### src/rtl/core/edc_pkg.sv
// Shared types, codes and constants of the elevator direction controller.
package edc_pkg;

   // Default number of floors served by the car.
   localparam int FLOORS_DEFAULT = 8;

   // Field widths of the request, response and CSR words.
   localparam int REQ_TYPE_W  = 3;
   localparam int CALL_KIND_W = 2;
   localparam int FLOOR_W     = 4;
   localparam int DECISION_W  = 3;
   localparam int MODE_W      = 2;
   localparam int COUNT_W     = 6;

   // Width used to compare floor numbers against the floor count.
   localparam int FLOOR_CMP_W = 7;

   // Car capacity after reset.
   localparam logic [COUNT_W-1:0] CAPACITY_RESET = 6'd10;

   // Request codes.
   typedef enum logic [REQ_TYPE_W-1:0] {
      REQ_PRESS   = 3'd0,
      REQ_CANCEL  = 3'd1,
      REQ_EVAL    = 3'd2,
      REQ_MOVE    = 3'd3,
      REQ_BOARD   = 3'd4,
      REQ_LEAVE   = 3'd5,
      REQ_SERVICE = 3'd6
   } req_code_type;

   // Call button kinds.
   typedef enum logic [CALL_KIND_W-1:0] {
      KIND_HALL_UP   = 2'd0,
      KIND_HALL_DOWN = 2'd1,
      KIND_CAR       = 2'd2
   } call_kind_type;

   // Evaluation decisions.
   typedef enum logic [DECISION_W-1:0] {
      DEC_NONE   = 3'd0,
      DEC_BUSY   = 3'd1,
      DEC_GROUND = 3'd2,
      DEC_UP     = 3'd3,
      DEC_DOWN   = 3'd4,
      DEC_IDLE   = 3'd5
   } decision_type;

   // Preferred travel direction.
   typedef enum logic [MODE_W-1:0] {
      MODE_NONE = 2'd0,
      MODE_UP   = 2'd1,
      MODE_DOWN = 2'd2
   } mode_type;

   // Motion status of the car.
   typedef enum logic [MODE_W-1:0] {
      STATUS_IDLE = 2'd0,
      STATUS_UP   = 2'd1,
      STATUS_DOWN = 2'd2
   } status_type;

endpackage

### src/rtl/core/edc_if.sv
// Handshake interfaces for the request, response and CSR channels.
interface edc_req_if;
   logic                             valid;
   logic                             ready;
   logic [edc_pkg::REQ_TYPE_W-1:0]   req_type;
   logic [edc_pkg::CALL_KIND_W-1:0]  call_kind;
   logic [edc_pkg::FLOOR_W-1:0]      call_floor;

   modport source (output valid, req_type, call_kind, call_floor, input ready);
   modport sink   (input valid, req_type, call_kind, call_floor, output ready);
endinterface

interface edc_rsp_if;
   logic                             valid;
   logic                             ready;
   logic [edc_pkg::DECISION_W-1:0]   decision;
   logic [edc_pkg::FLOOR_W-1:0]      current_floor;
   logic [edc_pkg::MODE_W-1:0]       travel_mode;
   logic [edc_pkg::MODE_W-1:0]       motion_status;
   logic                             door_due;
   logic                             car_full;
   logic [edc_pkg::COUNT_W-1:0]      passenger_count;
   logic                             refused;

   modport source (output valid, decision, current_floor, travel_mode, motion_status,
                   door_due, car_full, passenger_count, refused, input ready);
   modport sink   (input valid, decision, current_floor, travel_mode, motion_status,
                   door_due, car_full, passenger_count, refused, output ready);
endinterface

interface edc_csr_if;
   logic                             valid;
   logic                             ready;
   logic [edc_pkg::COUNT_W-1:0]      data;

   modport source (output valid, data, input ready);
   modport sink   (input valid, data, output ready);
endinterface

### src/rtl/core/elevator_direction_controller.sv
// Top level of the elevator direction controller: call state and one-pass scheduler.
// A request word passes through the input register and then the response register.
// Throughput: one request word per cycle unless the response channel stalls; the
// call-vector OR reductions and scheduler priority settle between the two registers.
// Reset (synchronous, active high) clears all calls, puts the car idle at floor 1 with
// ground wait set and no riders, and loads the capacity register with 10.
module elevator_direction_controller #(
   parameter int FLOORS = edc_pkg::FLOORS_DEFAULT
) (
   input logic        clock,
   input logic        reset,
   edc_req_if.sink    req_ch,
   edc_rsp_if.source  rsp_ch,
   edc_csr_if.sink    csr_ch
);
   import edc_pkg::*;

   localparam int FW = $clog2(FLOORS);

   // Input register.
   logic                     in_valid_ff;
   logic [REQ_TYPE_W-1:0]    req_type_ff;
   logic [CALL_KIND_W-1:0]   call_kind_ff;
   logic [FLOOR_W-1:0]       call_floor_ff;

   // Controller state.
   logic [FLOORS-1:0]        up_ff, up_in;
   logic [FLOORS-1:0]        down_ff, down_in;
   logic [FLOORS-1:0]        car_ff, car_in;
   logic [FW-1:0]            floor_ff, floor_in;
   mode_type                 mode_ff, mode_in;
   status_type               status_ff, status_in;
   logic                     ground_ff, ground_in;
   logic [COUNT_W-1:0]       riders_ff, riders_in;
   logic [COUNT_W-1:0]       capacity_ff;

   // Response register.
   logic                     rsp_valid_ff;
   decision_type             decision_ff, decision_in;
   logic [FLOOR_W-1:0]       cur_floor_ff, cur_floor_in;
   logic                     door_ff, door_in;
   logic                     full_ff, full_in;
   logic                     refused_ff, refused_in;

   // Scheduler helpers.
   logic [FLOORS-1:0]        any_calls;
   logic [FLOORS-1:0]        above_mask;
   logic [FLOORS-1:0]        below_mask;
   logic [FLOORS-1:0]        here_mask;
   logic [FLOORS-1:0]        call_bit;
   logic                     calls_above;
   logic                     calls_below;
   logic [FLOOR_CMP_W-1:0]   floor_ext;
   logic                     advance;

   // Handshakes: the input stage moves on when the response register is free or drains.
   assign advance      = in_valid_ff && (!rsp_valid_ff || rsp_ch.ready);
   assign req_ch.ready = !in_valid_ff || advance;
   assign csr_ch.ready = 1'b1;

   // Input register.
   always_ff @(posedge clock) begin
      if (reset) begin
         in_valid_ff <= 1'b0;
      end else if (req_ch.ready) begin
         in_valid_ff <= req_ch.valid;
      end
      if (req_ch.valid && req_ch.ready) begin
         req_type_ff   <= req_ch.req_type;
         call_kind_ff  <= req_ch.call_kind;
         call_floor_ff <= req_ch.call_floor;
      end
   end

   // Per-floor masks relative to the car and to the requested floor.
   always_comb begin
      for (int i = 0; i < FLOORS; i++) begin
         above_mask[i] = FW'(i) > floor_ff;
         below_mask[i] = FW'(i) < floor_ff;
         here_mask[i]  = FW'(i) == floor_ff;
         call_bit[i]   = FLOOR_CMP_W'(call_floor_ff) == FLOOR_CMP_W'(i + 1);
      end
   end

   assign any_calls   = up_ff | down_ff | car_ff;
   assign calls_above = |(any_calls & above_mask);
   assign calls_below = |(any_calls & below_mask);

   // Next state and result of the request in the input register.
   always_comb begin
      up_in       = up_ff;
      down_in     = down_ff;
      car_in      = car_ff;
      floor_in    = floor_ff;
      mode_in     = mode_ff;
      status_in   = status_ff;
      ground_in   = ground_ff;
      riders_in   = riders_ff;
      decision_in = DEC_NONE;
      refused_in  = 1'b0;

      unique case (req_type_ff)
         REQ_PRESS: begin
            if (call_kind_ff == KIND_HALL_UP) begin
               up_in = up_ff | call_bit;
            end else if (call_kind_ff == KIND_HALL_DOWN) begin
               down_in = down_ff | call_bit;
            end else if (call_kind_ff == KIND_CAR) begin
               car_in = car_ff | call_bit;
            end
         end
         REQ_CANCEL: begin
            if (call_kind_ff == KIND_HALL_UP) begin
               up_in = up_ff & ~call_bit;
            end else if (call_kind_ff == KIND_HALL_DOWN) begin
               down_in = down_ff & ~call_bit;
            end else if (call_kind_ff == KIND_CAR) begin
               car_in = car_ff & ~call_bit;
            end
         end
         REQ_EVAL: begin
            // Preferred side first (up if none), then the other, then hall calls here.
            priority if (status_ff != STATUS_IDLE) begin
               decision_in = DEC_BUSY;
            end else if (ground_ff && any_calls[0]) begin
               ground_in   = 1'b0;
               decision_in = DEC_GROUND;
            end else if ((mode_ff != MODE_DOWN) && calls_above) begin
               decision_in = DEC_UP;
            end else if (calls_below) begin
               decision_in = DEC_DOWN;
            end else if (calls_above) begin
               decision_in = DEC_UP;
            end else if (up_ff[floor_ff]) begin
               decision_in = DEC_UP;
            end else if (down_ff[floor_ff]) begin
               decision_in = DEC_DOWN;
            end else begin
               decision_in = DEC_IDLE;
               mode_in     = MODE_NONE;
               if (floor_ff == '0) begin
                  ground_in = 1'b1;
               end
            end
            if (decision_in == DEC_UP) begin
               mode_in   = MODE_UP;
               status_in = STATUS_UP;
            end else if (decision_in == DEC_DOWN) begin
               mode_in   = MODE_DOWN;
               status_in = STATUS_DOWN;
            end
         end
         REQ_MOVE: begin
            if (status_ff == STATUS_DOWN && floor_ff != '0) begin
               floor_in = floor_ff - FW'(1);
            end else if (status_ff == STATUS_UP && floor_ff != FW'(FLOORS - 1)) begin
               floor_in = floor_ff + FW'(1);
            end
            status_in = STATUS_IDLE;
            ground_in = 1'b0;
         end
         REQ_BOARD: begin
            if (riders_ff >= capacity_ff) begin
               refused_in = 1'b1;
            end else begin
               riders_in = riders_ff + COUNT_W'(1);
            end
         end
         REQ_LEAVE: begin
            if (riders_ff == '0) begin
               refused_in = 1'b1;
            end else begin
               riders_in = riders_ff - COUNT_W'(1);
            end
         end
         REQ_SERVICE: begin
            if (mode_ff == MODE_UP) begin
               up_in = up_ff & ~here_mask;
            end else if (mode_ff == MODE_DOWN) begin
               down_in = down_ff & ~here_mask;
            end
            car_in    = car_ff & ~here_mask;
            ground_in = 1'b0;
         end
         default: begin
         end
      endcase

      // Status fields follow the updated state.
      door_in = ((mode_in == MODE_UP) && up_in[floor_in]) ||
                ((mode_in == MODE_DOWN) && down_in[floor_in]) ||
                car_in[floor_in];
      full_in      = riders_in >= capacity_ff;
      floor_ext    = FLOOR_CMP_W'(floor_in) + FLOOR_CMP_W'(1);
      cur_floor_in = floor_ext[FLOOR_W-1:0];
   end

   // Controller state registers.
   always_ff @(posedge clock) begin
      if (reset) begin
         up_ff     <= '0;
         down_ff   <= '0;
         car_ff    <= '0;
         floor_ff  <= '0;
         mode_ff   <= MODE_NONE;
         status_ff <= STATUS_IDLE;
         ground_ff <= 1'b1;
         riders_ff <= '0;
      end else if (advance) begin
         up_ff     <= up_in;
         down_ff   <= down_in;
         car_ff    <= car_in;
         floor_ff  <= floor_in;
         mode_ff   <= mode_in;
         status_ff <= status_in;
         ground_ff <= ground_in;
         riders_ff <= riders_in;
      end
   end

   // Capacity register written from the CSR channel.
   always_ff @(posedge clock) begin
      if (reset) begin
         capacity_ff <= CAPACITY_RESET;
      end else if (csr_ch.valid) begin
         capacity_ff <= csr_ch.data;
      end
   end

   // Response register.
   always_ff @(posedge clock) begin
      if (reset) begin
         rsp_valid_ff <= 1'b0;
      end else if (advance) begin
         rsp_valid_ff <= 1'b1;
      end else if (rsp_ch.ready) begin
         rsp_valid_ff <= 1'b0;
      end
      if (advance) begin
         decision_ff  <= decision_in;
         cur_floor_ff <= cur_floor_in;
         door_ff      <= door_in;
         full_ff      <= full_in;
         refused_ff   <= refused_in;
      end
   end

   // The mode and status of the response word are taken from the state itself.
   assign rsp_ch.valid           = rsp_valid_ff;
   assign rsp_ch.decision        = decision_ff;
   assign rsp_ch.current_floor   = cur_floor_ff;
   assign rsp_ch.travel_mode     = mode_ff;
   assign rsp_ch.motion_status   = status_ff;
   assign rsp_ch.door_due        = door_ff;
   assign rsp_ch.car_full        = full_ff;
   assign rsp_ch.passenger_count = riders_ff;
   assign rsp_ch.refused         = refused_ff;

`ifndef SYNTHESIS
   // A moving car always travels in its preferred direction.
   assert property (@(posedge clock) disable iff (reset)
      (status_ff == STATUS_UP) |-> (mode_ff == MODE_UP))
      else $error("car moving up without up mode");
   assert property (@(posedge clock) disable iff (reset)
      (status_ff == STATUS_DOWN) |-> (mode_ff == MODE_DOWN))
      else $error("car moving down without down mode");
   // The car never leaves the served floors.
   assert property (@(posedge clock) disable iff (reset)
      floor_ff <= FW'(FLOORS - 1))
      else $error("floor index out of range");
   // A move always ends with the car idle.
   assert property (@(posedge clock) disable iff (reset)
      (advance && (req_type_ff == REQ_MOVE)) |=> (status_ff == STATUS_IDLE))
      else $error("car not idle after a move");
   // A refused board or leave implies a full or empty car.
   assert property (@(posedge clock) disable iff (reset)
      (rsp_valid_ff && refused_ff) |-> (full_ff || (riders_ff == '0)))
      else $error("refusal with room and riders");
`endif

endmodule
### src/flat_wrapper.sv
// flat-port wrapper written by rule: the top's interface ports become plain ports
module elevator_direction_controller_flat import edc_pkg::*;
#(
   parameter int FLOORS = edc_pkg::FLOORS_DEFAULT
)
  (clock, reset, req_ch_valid, req_ch_req_type, req_ch_call_kind, req_ch_call_floor, req_ch_ready, rsp_ch_valid, rsp_ch_decision, rsp_ch_current_floor, rsp_ch_travel_mode, rsp_ch_motion_status, rsp_ch_door_due, rsp_ch_car_full, rsp_ch_passenger_count, rsp_ch_refused, rsp_ch_ready, csr_ch_valid, csr_ch_data, csr_ch_ready);
  edc_req_if req_ch_i ();
  edc_rsp_if rsp_ch_i ();
  edc_csr_if csr_ch_i ();
  input logic clock;
  input logic reset;
  input wire logic [$bits(req_ch_i.valid)-1:0] req_ch_valid;
  input wire logic [$bits(req_ch_i.req_type)-1:0] req_ch_req_type;
  input wire logic [$bits(req_ch_i.call_kind)-1:0] req_ch_call_kind;
  input wire logic [$bits(req_ch_i.call_floor)-1:0] req_ch_call_floor;
  output wire logic [$bits(req_ch_i.ready)-1:0] req_ch_ready;
  output wire logic [$bits(rsp_ch_i.valid)-1:0] rsp_ch_valid;
  output wire logic [$bits(rsp_ch_i.decision)-1:0] rsp_ch_decision;
  output wire logic [$bits(rsp_ch_i.current_floor)-1:0] rsp_ch_current_floor;
  output wire logic [$bits(rsp_ch_i.travel_mode)-1:0] rsp_ch_travel_mode;
  output wire logic [$bits(rsp_ch_i.motion_status)-1:0] rsp_ch_motion_status;
  output wire logic [$bits(rsp_ch_i.door_due)-1:0] rsp_ch_door_due;
  output wire logic [$bits(rsp_ch_i.car_full)-1:0] rsp_ch_car_full;
  output wire logic [$bits(rsp_ch_i.passenger_count)-1:0] rsp_ch_passenger_count;
  output wire logic [$bits(rsp_ch_i.refused)-1:0] rsp_ch_refused;
  input wire logic [$bits(rsp_ch_i.ready)-1:0] rsp_ch_ready;
  input wire logic [$bits(csr_ch_i.valid)-1:0] csr_ch_valid;
  input wire logic [$bits(csr_ch_i.data)-1:0] csr_ch_data;
  output wire logic [$bits(csr_ch_i.ready)-1:0] csr_ch_ready;
  assign req_ch_i.valid = req_ch_valid;
  assign req_ch_i.req_type = req_ch_req_type;
  assign req_ch_i.call_kind = req_ch_call_kind;
  assign req_ch_i.call_floor = req_ch_call_floor;
  assign req_ch_ready = req_ch_i.ready;
  assign rsp_ch_valid = rsp_ch_i.valid;
  assign rsp_ch_decision = rsp_ch_i.decision;
  assign rsp_ch_current_floor = rsp_ch_i.current_floor;
  assign rsp_ch_travel_mode = rsp_ch_i.travel_mode;
  assign rsp_ch_motion_status = rsp_ch_i.motion_status;
  assign rsp_ch_door_due = rsp_ch_i.door_due;
  assign rsp_ch_car_full = rsp_ch_i.car_full;
  assign rsp_ch_passenger_count = rsp_ch_i.passenger_count;
  assign rsp_ch_refused = rsp_ch_i.refused;
  assign rsp_ch_i.ready = rsp_ch_ready;
  assign csr_ch_i.valid = csr_ch_valid;
  assign csr_ch_i.data = csr_ch_data;
  assign csr_ch_ready = csr_ch_i.ready;
  elevator_direction_controller #(.FLOORS(FLOORS)) u_core (.clock(clock), .reset(reset), .req_ch(req_ch_i), .rsp_ch(rsp_ch_i), .csr_ch(csr_ch_i));
endmodule
### config.mk
export PLATFORM = sky130hd
export DESIGN_NAME = elevator_direction_controller_flat
export DESIGN_NICKNAME = d
export VERILOG_FILES = /design/src/rtl/core/edc_pkg.sv /design/src/rtl/core/edc_if.sv /design/src/rtl/core/elevator_direction_controller.sv /design/src/flat_wrapper.sv
export SDC_FILE = /design/constraint.sdc
export NUM_CORES = 1
export LEC_CHECK = 0
export CAP_MARGIN = 20
export CORE_UTILIZATION = 40
export DETAILED_ROUTE_END_ITERATION = 6
export DONT_BUFFER_PORTS = 1
export PLACE_DENSITY_LB_ADDON = 0.12
export SLEW_MARGIN = 40
export SYNTH_ARGS = -nofsm -noshare
export SYNTH_HDL_FRONTEND = slang
export SYNTH_SLANG_ARGS = --single-unit
### constraint.sdc
create_clock -name clock -period 3.2 [get_ports clock]
set_input_delay 0 -clock clock [delete_from_list [all_inputs] [get_ports clock]]
set_output_delay 0 -clock clock [all_outputs]
set_load 0.005 [all_outputs]
==> results_dict.tcl, run 1 <==
set metrics [dict create \
    outcome "finished, final reports clean" \
    crit_path_end_kind "register" \
    crit_top_cell "a21o_1" \
    relSlewSlack_pct 57.42 \
    grt_usage_pct 26.56 \
    period_share_pct 99.49 \
    cts_max_level 3 \
    rows 38 \
    swShare_pct 26.30 \
    setup_viol 0 \
    layout_min_cycle_time_ns 3.184 \
    dpl.hpwl_mm 10.42 \
    yosys.area.top_type "dfxtp_1" \
    cp.arrival_ns 3.29 \
    cts_root_buf "clkbuf_16" \
    r2r-end "u_core.rsp_ch.car_full" \
    p_leak_nw 2.325 \
    min_from "req_ch_valid" \
    grt_max_degree 45 \
    p_int_mw 1.612 \
    grt_pass1_wl_mm 23.90 \
    cts_buffers 9 \
    grt-ovfl-total 0 \
    finalMaxSlewViolations 0 \
    synthCells 542 \
    die_w_um 109.5 \
    ant_nets 0 \
    synth_warnings 0 \
    grt_pass1_vias 4351 \
    clk_pin_slew_worst_paths_ns 0.06 \
    yosysTopAreaCellShare_pct 19.93 \
    cp_max_fo 3 \
    avgSynthCellArea_sq_um 8.523 \
    ys_seq_area_share_pct 32.29 \
    worst_pin_slew_ns 0.6371 \
    gp_congestion 0.9270 \
    async_flop_share_pct 0 \
    syn_nets 583 \
    wl_mm 14.49 \
    hold_depth 1 \
    dp_cells 691 \
    antenna_cells 0 \
    crit_family "compound AO/OA/AOI/OAI gates" \
    clk_latency_ns 0.35 \
    viasPerCell 5.985 \
    initial_utilization_pct 41.88 \
    final_cell_area_sq_mm 0.005725 \
    timing.setup.tns_ns 0 \
    min_to "u_core.req_type_ff[0]" \
    grt_antenna_before_repair 0 \
    num-nets-final 641 \
    clkPwrFrac_pct 46.0 \
    io_buffers 0 \
    synth.area.top_cells "dfxtp_1 (20%), edfxtp_1 (12%), a21oi_1 (6.7%), nand2_1 (5.9%), ha_1 (5.7%)" \
    cp_slowest_cell "dfxtp_4" \
    ff2ff_setup_slack_ns 0.02 \
    drt_iter0_drc 330 \
    crit_buf_inv 1 \
    fin_skew_ns 0.006766 \
    synth_edf_count 19 \
    power_frac_comb_pct 13.1 \
    cp-start-kind "register" \
    num_vias 4459 \
    die_h_um 109.5 \
    r2r-start "u_core.rsp_ch.passenger_count[0]" \
    synth-seq-cells 65 \
    drv_cap 0 \
    crit_chain "inv_4, ha_4, nand2b_4, a21o_1, a21o_1, a21o_1, a21oi_2, o21ai_2, a221oi_2, nand2_1, ha_1, a21o_1, a21o_1, a21oi_2, nor2b_1, o21ai_1, nand2b_1" \
    slowest_delay_ns 0.35 \
    ir_drop_v 0.0003316 \
    dr.pass1.iters 5 \
    crit_required_ns 3.31 \
    path_class "register to register" \
    clockBufferDepth 2 \
    core_area_sq_mm 0.01103 \
    cts.sinks 65 \
    p_sw_mw 0.5750 \
    hp-class "input pin to register" \
    drc 0 \
    rsz0062_at_grt "yes" \
    post_drt_wl_per_cell_um 19.45 \
    ys_types 74 \
    power_frac_seq_pct 40.9 \
    instances_no_fill 745 \
    r2r_cells 17 \
    ys.flop_type "dfxtp_1" \
    place_area_sq_mm 0.004966 \
    area.growth.synth_to_final_pct 23.94 \
    netlist_area_sq_mm 0.004619 \
    io_pins 43 \
    hold_viol_final 0 \
    powerDensity_mw_per_mm2 381.9 \
    total_power_mw 2.187 \
    drive_above_1_share_pct 19.17 \
    fp.dieArea_sq_mm 0.01198 \
    clock.fmax_mhz 314.1 \
    cts_tree "done" \
]
power groups by stage:
stage | sequential (mW) | combinational (mW) | clock (mW)
floorplan | 0.902 | 0.145 | 0
global placement | 0.909 | 0.189 | 0
detailed placement | 0.911 | 0.192 | 0
CTS | 0.893 | 0.260 | 1.03
global route | 0.898 | 0.309 | 1.07
finish | 0.893 | 0.287 | 1.01
placed cells by master (no fill, tap or decap), drive strengths merged, types with 4 or more instances in the layout:
cell         Yosys  routed
nand2           73      73
or3              5       5
nor2b           10      10
nor3            25      25
clkbuf          16       9
inv             16      17
and3             6       6
clkinv           1       6
nor2            49      49
a21o             7       7
o211ai           6       6
edfxtp          19      19
nor4b            4       4
buf             14      53
ha              21      21
a211oi          10      10
dfxtp           46      46
nand2b          11      11
mux2i           24      24
a31oi           13      13
nor3b            4       4
xnor2            4       4
a21oi           62      62
dlygate4sd3      0      24
a22oi            5       5
o21ai           19      19
nand3            5       5
a221oi          21      21
and2             7       7
synthesized netlist by cell type, drive strengths merged, types with 3 or more instances:
master and instances:
ha 21, o22ai 3, and3 6, o211ai 6, buf 14, nor2b 10
o21ai 19, edfxtp 19, a22oi 5, a31oi 13, nor2 49, or3 5
o22a 3, nor4b 4, xnor2 4, inv 16, nor3b 4, dfxtp 46
a221oi 21, nand2 73, a21oi 62, a21o 7, nand2b 11, o2bb2ai 3
and2 7, a211oi 10, clkbuf 16, nor3 25, nand3 5, mux2i 24
logic make-up after synthesis:
group,count (synthesis),share of synthesized area (%)
buf+inv,47,4.659
other cells,1,0.08118
compound gates,165,23.92
flops,65,32.29
simple gates,209,24.97
mux,28,7.096
xor+xnor,6,1.300
fa+ha+maj,21,5.688
what timing repair did:
item / in CTS / in global routing
buffers inserted: 13 / 0
pin swaps: 14 / 7
endpoints found under the setup margin: 1 / 2
resized for setup: 8 / 16
endpoints found under the hold margin: 55 / 0
hold buffers: 25 / 0
gates cloned: 0 / 0
worst max path at each step:
| stage | startpoint | endpoint | slack [ns] | cells after the start |
|---|---|---|---|---|
| after CTS | u_core.rsp_ch.passenger_count[0] | u_core.rsp_ch.passenger_count[1] | 0.02 | 22 |
| final | u_core.rsp_ch.passenger_count[0] | u_core.rsp_ch.car_full | 0.02 | 17 |
| after global routing | u_core.rsp_ch.passenger_count[0] | u_core.rsp_ch.car_full | -0.15 | 17 |
| after floorplan | u_core.rsp_ch.passenger_count[0] | u_core.rsp_ch.car_full | 0.005 | 18 |
| after detailed placement | u_core.rsp_ch.passenger_count[0] | u_core.rsp_ch.car_full | -0.22 | 17 |
| after global placement | u_core.rsp_ch.passenger_count[0] | u_core.rsp_ch.car_full | -0.13 | 18 |
state kept, by name, summed over array words and instances (netlist names), 2 cells and up:
| signal | flops |
|---|---|
| u_core.up_ff | 8 |
| u_core.down_ff | 8 |
| u_core.call_kind_ff | 2 |
| u_core.rsp_ch.motion_status | 2 |
| u_core.rsp_ch.decision | 3 |
| u_core.rsp_ch.passenger_count | 6 |
| u_core.capacity_ff | 6 |
| u_core.req_type_ff | 3 |
| u_core.call_floor_ff | 4 |
| u_core.floor_ff | 3 |
| u_core.car_ff | 8 |
| u_core.rsp_ch.travel_mode | 2 |
| u_core.rsp_ch.current_floor | 4 |
final cells by class:
cell class              count  area [sq um]
fillers                  1039          5305
multi-input cells         430          2983
flip-flops and latches     65          1496
repair buffers             77         700.7
clock buffers               9         225.2
well taps                 140         175.2
clock inverters             7         78.83
inverters                  17         66.31
layer usage:
| layer | up-vias | track usage (%) | share of wire, % |
|---|---|---|---|
| met5 | - | 0 | 0 |
| met4 | 0 | 8.952 | 1.9 |
| met3 | 23 | 5.453 | 6.5 |
| met2 | 222 | 39.94 | 43 |
| met1 | 2082 | 37.58 | 48 |
| li1 | 2132 | - | - |
stage by stage:
step,setup slack (ns),util (%),hold slack (ns)
2_1_floorplan,0.005116,-,0.09887
3_3_place_gp,-0.1306,45.02,0.07587
3_5_place_dp,-0.2239,45.02,0.07812
4_1_cts,0.02010,51.32,0.09564
5_1_grt,-0.1536,51.91,0.1116
6_report,0.01630,51.91,0.1004
Note: power is estimated with default switching activity, not from simulation.
==> run 2, diff against run 1 <==
--- a/config.mk
+++ b/config.mk
@@ -6,11 +6,13 @@
 export NUM_CORES = 1
 export LEC_CHECK = 0
 export CAP_MARGIN = 20
+export CELL_PAD_IN_SITES_DETAIL_PLACEMENT = 1
+export CELL_PAD_IN_SITES_GLOBAL_PLACEMENT = 1
 export CORE_UTILIZATION = 40
 export DETAILED_ROUTE_END_ITERATION = 6
 export DONT_BUFFER_PORTS = 1
 export PLACE_DENSITY_LB_ADDON = 0.12
-export SLEW_MARGIN = 40
+export SLEW_MARGIN = 20
 export SYNTH_ARGS = -nofsm -noshare
 export SYNTH_HDL_FRONTEND = slang
 export SYNTH_SLANG_ARGS = --single-unit
==> constraint.sdc (replaced) <==
create_clock -name clock -period 3.11 [get_ports clock]
set_input_delay 0 -clock clock [delete_from_list [all_inputs] [get_ports clock]]
set_output_delay 0 -clock clock [all_outputs]
set_load 0.005 [all_outputs]
==> run 2 against run 1 <==
  * The flow now finishes with violations (negative setup slack)
  * Utilization shrank 0.96 points
  * Worst hold slack gained 0.0055 ns
  * Die area is the same
  * Final cell count shrank 0.81%
  * Critical path type unchanged
  * Critical endpoint unchanged
  * Largest power group unchanged
==> results_dict.tcl, run 2 (same netlist as run 1, synthesis figures left out) <==
set metrics [dict create \
    outcome "finished with violations" \
    violations "negative setup slack" \
    cts_max_level 3 \
    drc 0 \
    cts_root_buf "clkbuf_16" \
    dr.pass1.iters 4 \
    layout_min_cycle_time_ns 3.161 \
    area.growth.synth_to_final_pct 21.64 \
    reg.largest.list "u_core.car_ff: 8 flops, u_core.down_ff: 8 flops, u_core.up_ff: 8 flops" \
    grt_pass1_vias 4550 \
    grt_max_degree 45 \
    core_area_sq_mm 0.01103 \
    cts_tree "done" \
    path_class "register to register" \
    rsz0062_at_grt "yes" \
    fin_skew_ns 0.008669 \
    worst_pin_slew_ns 0.6989 \
    crit_path_end_kind "register" \
    dpl.hpwl_mm 11.19 \
    antenna_cells 0 \
    grt_pass1_wl_mm 25.47 \
    drive_above_1_share_pct 17.86 \
    cts_buffers 9 \
    fp.dieArea_sq_mm 0.01198 \
    layout_commonest_cell "nand2_1" \
    r2r_cells 18 \
    min_from "req_ch_valid" \
    rows 38 \
    cp.arrival_ns 3.26 \
    powerDensity_mw_per_mm2 389.5 \
    hold_viol_final 0 \
    ff2ff_setup_slack_ns -0.05 \
    wl_mm 15.81 \
    min_to "u_core.req_type_ff[2]" \
    ir_drop_v 0.0004053 \
    p_int_mw 1.623 \
    gp_congestion 0.9348 \
    cp_max_fo 3 \
    die_w_um 109.5 \
    ant_nets 0 \
    clk_latency_ns 0.34 \
    cp-start-kind "register" \
    io_pins 43 \
    place_area_sq_mm 0.004984 \
    num-nets-final 635 \
    die_h_um 109.5 \
    num_vias 4444 \
    post_drt_wl_per_cell_um 21.39 \
    finalMaxSlewViolations 0 \
    p_leak_nw 2.275 \
    r2r-start "u_core.rsp_ch.passenger_count[0]" \
    clk_pin_slew_worst_paths_ns 0.06 \
    power_frac_comb_pct 12.0 \
    clock.fmax_mhz 316.4 \
    viasPerCell 6.014 \
    swShare_pct 25.83 \
    relSlewSlack_pct 53.29 \
    grt-ovfl-total 0 \
    hold_depth 1 \
    hp-class "input pin to register" \
    drv_cap 0 \
    setup_viol 1 \
    crit_required_ns 3.21 \
    grt_usage_pct 28.56 \
    r2r-end "u_core.rsp_ch.car_full" \
    grt_antenna_before_repair 0 \
    dpl_worst_slack_ns -0.2488 \
    period_share_pct 101.6 \
    fin_ws_ns -0.05091 \
    power_frac_seq_pct 41.9 \
    hold_ws_ns 0.1059 \
    p_sw_mw 0.5652 \
    cts.sinks 65 \
    final_cell_area_sq_mm 0.005619 \
    mostFrequentLayoutCells "nand2_1 (72), a21oi_1 (59), nor2_1 (46), buf_4 (46), dfxtp_1 (44)" \
    drt_iter0_drc 358 \
    io_buffers 0 \
    initial_utilization_pct 41.88 \
    timing.setup.tns_ns -0.05091 \
    clkPwrFrac_pct 46.1 \
    clockBufferDepth 2 \
]
[run 2: layout make-up]
class                           instances  area, sq um
Clock buffer                            9        225.2
Clock inverter                          7        71.32
Fill cell                            1338         5411
Inverter                               17        66.31
Multi-Input combinational cell        430         2979
Sequential cell                        65         1496
Tap cell                              140        175.2
Timing Repair Buffer                   71        605.6
[run 2: worst max-delay path, cell delays in order, from the launching register on]
cell	delay (ns)
dfxtp_4	0.35
inv_4	0.04
ha_4	0.20
nand2b_4	0.13
a21o_1	0.16
a21o_1	0.15
a21o_1	0.17
a21oi_2	0.17
o21ai_2	0.11
a21oi_2	0.17
xnor2_1	0.15
ha_1	0.25
nand2b_4	0.13
a21o_1	0.15
a21o_1	0.19
a21oi_2	0.14
nor2b_1	0.06
o21ai_1	0.14
nand2b_1	0.07
[run 2: power by group through the flow]
stage	clock network, mW	logic [mW]	registers (mW)
after global placement	0	0.201	0.933
final	1.01	0.262	0.918
after global routing	1.06	0.285	0.921
after CTS	1.03	0.254	0.917
after floorplan	0	0.150	0.928
after detailed placement	0	0.206	0.935
[run 2: what timing repair did]
action,CTS,global route
resized for setup,9,1
setup endpoints to repair,1,3
hold endpoints to repair,55,0
pin swaps,13,11
hold buffers,25,0
setup buffers,1,2
[run 2: worst max path at each step]
| stage | start | endpoint | slack, ns | cells after the start |
|---|---|---|---|---|
| 2_1_floorplan | u_core.rsp_ch.passenger_count[0] | u_core.rsp_ch.car_full | 0.01 | 18 |
| 3_3_place_gp | u_core.rsp_ch.passenger_count[0] | u_core.rsp_ch.car_full | -0.16 | 17 |
| 3_5_place_dp | u_core.rsp_ch.passenger_count[0] | u_core.rsp_ch.car_full | -0.25 | 18 |
| 4_1_cts | u_core.rsp_ch.passenger_count[0] | u_core.rsp_ch.car_full | -0.10 | 18 |
| 5_1_grt | u_core.rsp_ch.passenger_count[0] | u_core.rsp_ch.car_full | -0.23 | 17 |
| 6_report | u_core.rsp_ch.passenger_count[0] | u_core.rsp_ch.car_full | -0.05 | 18 |
[run 2: stage by stage]
stage	cells	utilization [%]	power (mW)
floorplan	542	-	1.078
global placement	695	45.18	1.134
detailed placement	695	45.18	1.141
CTS	737	50.69	2.200
global route	739	50.94	2.269
finish	739	50.94	2.188
[run 2: metal layers]
metal / up-vias / GRT usage (%) / wire, um
met5: - / 0 / 0
met4: 0 / 9.619 / 225
met3: 15 / 3.734 / 715
met2: 130 / 44.56 / 7140
met1: 2190 / 40.39 / 7723
li1: 2109 / - / -
==> run 3, diff against run 2 <==
==> constraint.sdc (replaced) <==
create_clock -name clock -period 3.3 [get_ports clock]
set_input_delay 0 -clock clock [delete_from_list [all_inputs] [get_ports clock]]
set_output_delay 0 -clock clock [all_outputs]
set_load 0.005 [all_outputs]
==> run 3 against run 2 <==
  * The run now ends clean
  * Utilization barely moved
  * Sequential power fell by 5.7%
  * Fmax fell by 1.6%
  * Register-to-register slack improved by 0.14 ns
  * Non-clock buffer count rose by 1
  * Power fell by 6.1%
  * First-iteration DRC count fell by 0.84%
  * Largest cell class unchanged
==> results_dict.tcl, run 3 (same netlist as run 1, synthesis figures left out) <==
set metrics [dict create \
    slowest_delay_ns 0.34 \
    final_cell_area_sq_mm 0.005622 \
    die_h_um 109.5 \
    layout_commonest_cell "nand2_1" \
    ant_nets 0 \
    r2r-start "u_core.rsp_ch.passenger_count[0]" \
    post_drt_wl_per_cell_um 21.69 \
    dr.pass1.iters 5 \
    finalMaxSlewViolations 0 \
    crit_top_cell "buf_4" \
    power_frac_seq_pct 42.1 \
    crit_required_ns 3.50 \
    fillers 1278 \
    cts_max_level 3 \
    crit_path_end_kind "register" \
    hold_depth 1 \
    drv_cap 0 \
    crit_chain "inv_2, ha_4, nand2b_4, a21o_1, a21o_1, a21o_1, a21oi_2, o21ai_2, a221oi_2, buf_4, buf_4, buf_4, buf_4, buf_4, buf_4, buf_4, buf_4, buf_4, buf_4, buf_4, a31oi_4" \
    instances_no_fill 740 \
    die_w_um 109.5 \
    ff2ff_setup_slack_ns 0.09 \
    dpl.hpwl_mm 10.91 \
    mostFrequentLayoutCells "nand2_1 (72), a21oi_1 (59), buf_4 (47), nor2_1 (46), dfxtp_1 (44)" \
    min_to "u_core.call_floor_ff[0]" \
    outcome "finished, final reports clean" \
    grt_usage_pct 28.42 \
    hold_ws_ns 0.09799 \
    min_from "req_ch_valid" \
    hold_viol_final 0 \
    total_power_mw 2.056 \
    viasPerCell 6.066 \
    swShare_pct 28.12 \
    reg.largest.list "u_core.car_ff: 8 flops, u_core.down_ff: 8 flops, u_core.up_ff: 8 flops" \
    grt_pass1_wl_mm 25.25 \
    worst_pin_slew_ns 0.6761 \
    area.growth.synth_to_final_pct 21.70 \
    hp-class "input pin to register" \
    path_class "register to register" \
    cts.sinks 65 \
    grt_antenna_before_repair 0 \
    clk_latency_ns 0.36 \
    num_vias 4489 \
    num-nets-final 636 \
    layout_min_cycle_time_ns 3.213 \
    cp-start-kind "register" \
    grt_max_degree 46 \
    crit_family "buffers and inverters" \
    cts_root_buf "clkbuf_16" \
    cp_num_cells 21 \
    cts_buffers 9 \
    ir_drop_v 0.0004009 \
    crit_buf_inv 12 \
    dp_cells 688 \
    antenna_cells 0 \
    fin_skew_ns 0.01060 \
    fin_util_pct 50.96 \
    p_leak_nw 2.262 \
    p_sw_mw 0.5780 \
    clk_pin_slew_worst_paths_ns 0.06 \
    powerDensity_mw_per_mm2 365.7 \
    rsz0062_at_grt "yes" \
    clockBufferDepth 2 \
    drive_above_1_share_pct 18.67 \
    setup_viol 0 \
    r2r-end "u_core.rsp_ch.passenger_count[1]" \
    cp.arrival_ns 3.42 \
    io_buffers 0 \
    power_frac_comb_pct 13.4 \
    p_int_mw 1.478 \
    clock.fmax_mhz 311.2 \
    grt_pass1_vias 4557 \
    io_pins 43 \
    rows 38 \
    grt-ovfl-total 0 \
    r2r_cells 21 \
    fp.dieArea_sq_mm 0.01198 \
    initial_utilization_pct 41.88 \
    drc 0 \
    relSlewSlack_pct 54.81 \
    cp_slowest_cell "dfxtp_2" \
    place_area_sq_mm 0.004915 \
    core_area_sq_mm 0.01103 \
    drt_iter0_drc 355 \
    cp_max_fo 3 \
    gp_congestion 0.9127 \
    cts_tree "done" \
    clkPwrFrac_pct 44.5 \
    period_share_pct 97.38 \
    wl_mm 16.05 \
]
-- run 3: worst max path at each step --
stage                                     startpoint                               end
floorplan           u_core.rsp_ch.passenger_count[0]            u_core.rsp_ch.car_full
global placement    u_core.rsp_ch.passenger_count[0]            u_core.rsp_ch.car_full
detailed placement  u_core.rsp_ch.passenger_count[0]            u_core.rsp_ch.car_full
CTS                 u_core.rsp_ch.passenger_count[0]            u_core.rsp_ch.car_full
global route        u_core.rsp_ch.passenger_count[0]            u_core.rsp_ch.car_full
finish              u_core.rsp_ch.passenger_count[0]  u_core.rsp_ch.passenger_count[1]
-- run 3: area by class of cell --
class	count	area [sq um]	share of cell area (%)
sequential	65	1494	26.57
tap	140	175.2	3.116
inverter	17	63.81	1.135
multi-input combinational	430	2997	53.31
clock inverter	7	53.80	0.9570
clock buffer	9	225.2	4.006
timing repair buffer	72	613.1	10.91
-- run 3: power by group through the flow --
stage	combinational, mW	clock (mW)	sequential (mW)
6_report	0.276	0.914	0.866
5_1_grt	0.297	0.961	0.869
4_1_cts	0.256	0.928	0.865
3_5_place_dp	0.186	0	0.882
3_3_place_gp	0.182	0	0.880
2_1_floorplan	0.138	0	0.875
-- run 3: worst register-to-register path: cells and delay by family (launching register included) --
kind | cells | cell delay, ns
AOI/OAI and AO/OA | 7 | 1.20
adders and majority gates | 1 | 0.20
buffers and inverters | 12 | 1.19
DFF | 1 | 0.34
and+or+nand+nor | 1 | 0.13
-- run 3: per-stage QoR --
step                      setup TNS [ns]  setup WS [ns]
after floorplan                        0       0.005794
after global placement           -0.1012        -0.1012
after detailed placement         -0.2040        -0.2040
after CTS                              0       0.003850
after global routing            -0.05008       -0.05008
final                                  0        0.08652
-- run 3: per-layer routing --
layer	up-vias	routed length, um	GRT usage [%]
li1	2117	-	-
met1	2222	7850	39.97
met2	126	7338	43.44
met3	24	601	4.801
met4	0	258	10.29
met5	-	0	0
-- run 3: what timing repair did --
item                       CTS  global route
hold buffers                25             0
hold endpoints to repair    54             0
setup buffers               13             1
resized for setup           10             8
pin swaps                   10            17
setup endpoints to repair    1             2
